### src/rtl/core/omp_pkg.sv
// ----------------------------------------------------------------------------
// omp_pkg: override mask paint composite shared types
// Word formats, mode codes, per-pixel store word and controller handshake.
// ----------------------------------------------------------------------------
package omp_pkg;

    localparam int unsigned KEPT_W = 17;
    localparam logic [7:0] FULL_MASK = 8'hFF;

    // Mode codes; codes above MODE_READ act as read only
    localparam logic [2:0] MODE_DROP  = 3'd0;
    localparam logic [2:0] MODE_KEEP  = 3'd1;
    localparam logic [2:0] MODE_CLEAR = 3'd2;
    localparam logic [2:0] MODE_LOAD  = 3'd3;
    localparam logic [2:0] MODE_READ  = 3'd4;

    typedef struct packed {
        logic [2:0]  mode;
        logic [11:0] pos_x;
        logic [11:0] pos_y;
        logic        stencil_bit;
        logic [7:0]  base_value;
    } in_word_t;

    typedef struct packed {
        logic [7:0]        composite_value;
        logic [KEPT_W-1:0] kept_total;
        logic              pixel_changed;
        logic              out_of_range;
    } out_word_t;

    // One store entry per pixel
    typedef struct packed {
        logic [7:0] base;
        logic       drop;
        logic       keep;
    } pix_word_t;

    localparam pix_word_t PIX_RESET = '{base: FULL_MASK, drop: 1'b0, keep: 1'b0};

    // Controller to datapath
    typedef struct packed {
        logic clear_wr;
        logic load_item;
        logic rd_issue;
        logic update;
    } ctrl_cmd_t;

    // Datapath to controller
    typedef struct packed {
        logic clear_last;
        logic out_free;
    } ctrl_sts_t;

    // Keep wins over drop, drop over base
    function automatic logic [7:0] compose(pix_word_t w);
        logic [7:0] v;
        if (w.keep)
            v = FULL_MASK;
        else if (w.drop)
            v = 8'd0;
        else
            v = w.base;
        return v;
    endfunction

endpackage

### src/rtl/core/omp_ctrl.sv
// ----------------------------------------------------------------------------
// omp_ctrl: sequencing state machine
// Clearing pass after reset, then accept / read / update per word.
// ----------------------------------------------------------------------------
module omp_ctrl (
    input  logic               clk,
    input  logic               rst_n,
    input  logic               in_valid,
    output logic               in_stall,
    input  omp_pkg::ctrl_sts_t sts,
    output omp_pkg::ctrl_cmd_t cmd
);

    typedef enum logic [3:0] {
        ST_CLEAR  = 4'b0001,
        ST_IDLE   = 4'b0010,
        ST_READ   = 4'b0100,
        ST_UPDATE = 4'b1000
    } state_t;

    state_t state_reg;
    state_t state_next;

    // Next state and commands
    always_comb
    begin
        state_next = state_reg;
        cmd        = '0;
        unique case (state_reg)
            ST_CLEAR:
            begin
                cmd.clear_wr = 1'b1;
                if (sts.clear_last)
                    state_next = ST_IDLE;
            end
            ST_IDLE:
            begin
                if (in_valid)
                begin
                    cmd.load_item = 1'b1;
                    state_next    = ST_READ;
                end
            end
            ST_READ:
            begin
                cmd.rd_issue = 1'b1;
                state_next   = ST_UPDATE;
            end
            ST_UPDATE:
            begin
                // hold the pixel until the output register can take it
                if (sts.out_free)
                begin
                    cmd.update = 1'b1;
                    state_next = ST_IDLE;
                end
            end
            default:
            begin
                state_next = ST_CLEAR;
            end
        endcase
    end

    always_ff @(posedge clk or negedge rst_n)
    begin
        if (!rst_n)
            state_reg <= ST_CLEAR;
        else
            state_reg <= state_next;
    end

    assign in_stall = (state_reg != ST_IDLE);

endmodule

### config.mk
export PLATFORM = sky130hd
export DESIGN_NAME = omp_ctrl
export DESIGN_NICKNAME = d
export VERILOG_FILES = /design/src/rtl/core/omp_pkg.sv /design/src/rtl/core/omp_ctrl.sv
export SDC_FILE = /design/constraint.sdc
export NUM_CORES = 1
export LEC_CHECK = 0
export BUFFER_PORTS_ARGS = -buffer_cell sky130_fd_sc_hd__buf_2
export CAP_MARGIN = 40
export CORE_AREA = 4 4 41 43
export DETAILED_ROUTE_END_ITERATION = 8
export DIE_AREA = 0 0 45 47
export PLACE_DENSITY = 0.45
export RECOVER_POWER = 50
export SKIP_LAST_GASP = 1
export SLEW_MARGIN = 20
export SYNTH_ARGS = -nofsm -noshare
export SYNTH_HDL_FRONTEND = slang
export SYNTH_SLANG_ARGS = --single-unit
### constraint.sdc
create_clock -name clk -period 4.02 [get_ports clk]
set_clock_uncertainty 0.2 [all_clocks]
set_input_delay 0.201 -clock clk [delete_from_list [all_inputs] [get_ports clk]]
set_output_delay 0.201 -clock clk [all_outputs]
set_load 0.05 [all_outputs]
==> run metrics <==
outcome=complete, no violations; critical path launch point type=flip-flop; Max Cap Viol=0; synth top area cells=dfrtp_1 (29%), dfstp_2 (10%), o32ai_2 (6.2%); DRC=0; routed vias=228; Core Area=about 1300 sq um; total number of yosys warnings=0; Total GRT Usage=0.0673; DP Area=309 sq um; TritonCTS clock tree=done; Critical Path Source=state_reg[2]$_DFFE_PN0P_; post-place setup slack=between 2000 and 2500 ps; Reg area=101 sq um; final setup violation count=0; DP HPWL=427 um; initial antenna violation count=0; Layout Nets=45; Hold WC Path Type=input port to flip-flop; most frequent cells in the layout=buf_2 (8), nor3_1 (3), clkbuf_4 (3), dfrtp_1 (3); total die area=2120 sq um; power density cells=667 nW/um^2; fraction of layout cells with a size suffix above 1=0.359; Data arrival, critical path=1650 ps; max reg flops=4; Hold Path End=state_reg[3]$_DFFE_PN0P_; largest net degree at the start of global routing=10; Syn Area/Cell=10.1 sq um; RSZ-0062 raised after global routing=no; worst vdd ir=0.000190 V; Synth Net Count=31; die width=approximately 45 um; CTS root buf=clkbuf_4; io pins=10; Final ANT Viol Nets=0; H-tree levels=1; top cell type by total area after synthesis=dfrtp_1; #FFs+latches synth=4; Via density=4.22; clk sinks=4; worst reg2reg endpoint=state_reg[1]$_DFFE_PN0P_; clk slew on worst S/H paths=40 ps; final wirelength=576 um; max incr delay on CP=580 ps; Min Hold Slack=81.5 ps; fin crit period=2050 ps; # port buffers=9; number of post-CTS setup repair buffers=0; final max-slew violation count=0; Die Height=47 um; r2r worst-path depth=2; post-route cell area=about 350 sq um; CTS Buf Count=3; DRT Pass-1 Iters=4; post-synth top area share=0.287; Pleak=approximately 0.16 nW; Max Clock Freq=roughly 500 MHz; clk buf depth=2; Worst Hold Depth=3; Crit-path slowest cell=or4b_4; grt ovf=0; CP required=3620 ps; actual slew at the worst max-slew pin=285 ps; first-pass GRT wire length=just over 900 um; CP Capture Type=output pin; Placed Instances=48; CP bufs+invs=1; post-synth cell types=19; clock latency on the worst-skew pair=approximately 230 ps; WL per Instance=10.7 um; Util after Layout=0.272; Finished Layout Cells=54; critical path class=flip-flop to output pin; Starting Density=0.201; worst setup margin=a little under 2000 ps; RR Startpoint=state_reg[0]$_DFFE_PN1P_; CP top delay family=simple AND/OR/NAND/NOR gates; Worst R2R Setup Slack=2520 ps; gpl congestion=between 0.7 and 0.8; critical path cell sequence=or4b_4 > nor2_1 > buf_2; Fin Setup TNS=0 ps; crit-path max FO=9; Hold Violations, Final=0; period utilisation layout=0.510; sequential share of the synthesized area=0.388; Detailed Route Iter0 Violations=5; multi-input logic area=140 sq um; Synth Instances=26; leading cell type in the layout, fill and taps excluded=buf_2; FP Rows=13; Max-slew headroom=0.810; n_diodes=0; vias in the first global route=218; mapped cell area=262 sq um; Total Power=0.236 mW; hold path start=sts[0]; fill cell count=around 150; P&R area growth vs syn=35.4%
-- cells in the mapped netlist, drive strengths merged --
library cell / count
or4b: 1
or2b: 1
nand3b: 1
nor2: 2
nand2b: 2
o32a: 1
or3b: 1
mux2: 1
o32ai: 1
buf: 2
dfstp: 1
nor3: 3
xor2: 1
dfrtp: 3
inv: 1
a211oi: 1
nand2: 1
o21ai: 2
-- cell type report --
cell class                 count  share of cell area
inverter                       1              0.0106
timing repair buffer          11               0.180
tap                           15              0.0530
clock buffer                   4              0.0742
sequential                     4               0.286
multi-input combinational     19               0.396
-- what timing repair did --
action | 4_1_cts | 5_1_grt
resized for setup | 0 | 0
hold buffers | 2 | 0
endpoints found under the hold margin | 5 | 0
-- where the power goes --
group	total (mW)	switching, mW	internal, mW
clock network	0.0538	0.0165	0.0373
registers	0.0782	0.0243	0.0538
logic	0.104	0.0654	0.0390
-- metal layers --
metal,up-vias,part of all wire,wire [um],GRT usage
met1,104,0.40,230,0.0686
met3,0,0.047,27,0.0230
met5,-,0,0,0
met2,6,0.55,319,0.0960
met4,0,0,0,0.0877
li1,118,-,-,-
-- cells by family (layout without fill, tap and decap cells) --
| group | after synthesis | in the layout | share of synthesized area |
|---|---|---|---|
| compound gates | 5 | 5 | 0.167 |
| xor+xnor | 1 | 1 | 0.0335 |
| buf+inv | 3 | 16 | 0.0765 |
| flops | 4 | 4 | 0.388 |
| mux | 1 | 1 | 0.0431 |
| simple gates | 12 | 12 | 0.292 |
-- worst reg2reg max path: stages (launching register included) --
cell     delay [ps]
dfstp_1         640
mux2_2          380
o32ai_2         190
-- worst max-delay path by stage --
stage	to	depth (start not counted)
floorplan	cmd[2]	3
global placement	cmd[2]	3
detailed placement	cmd[2]	3
CTS	cmd[2]	3
global route	cmd[2]	3
finish	cmd[2]	3
Note: power is estimated with default switching activity, not from simulation.
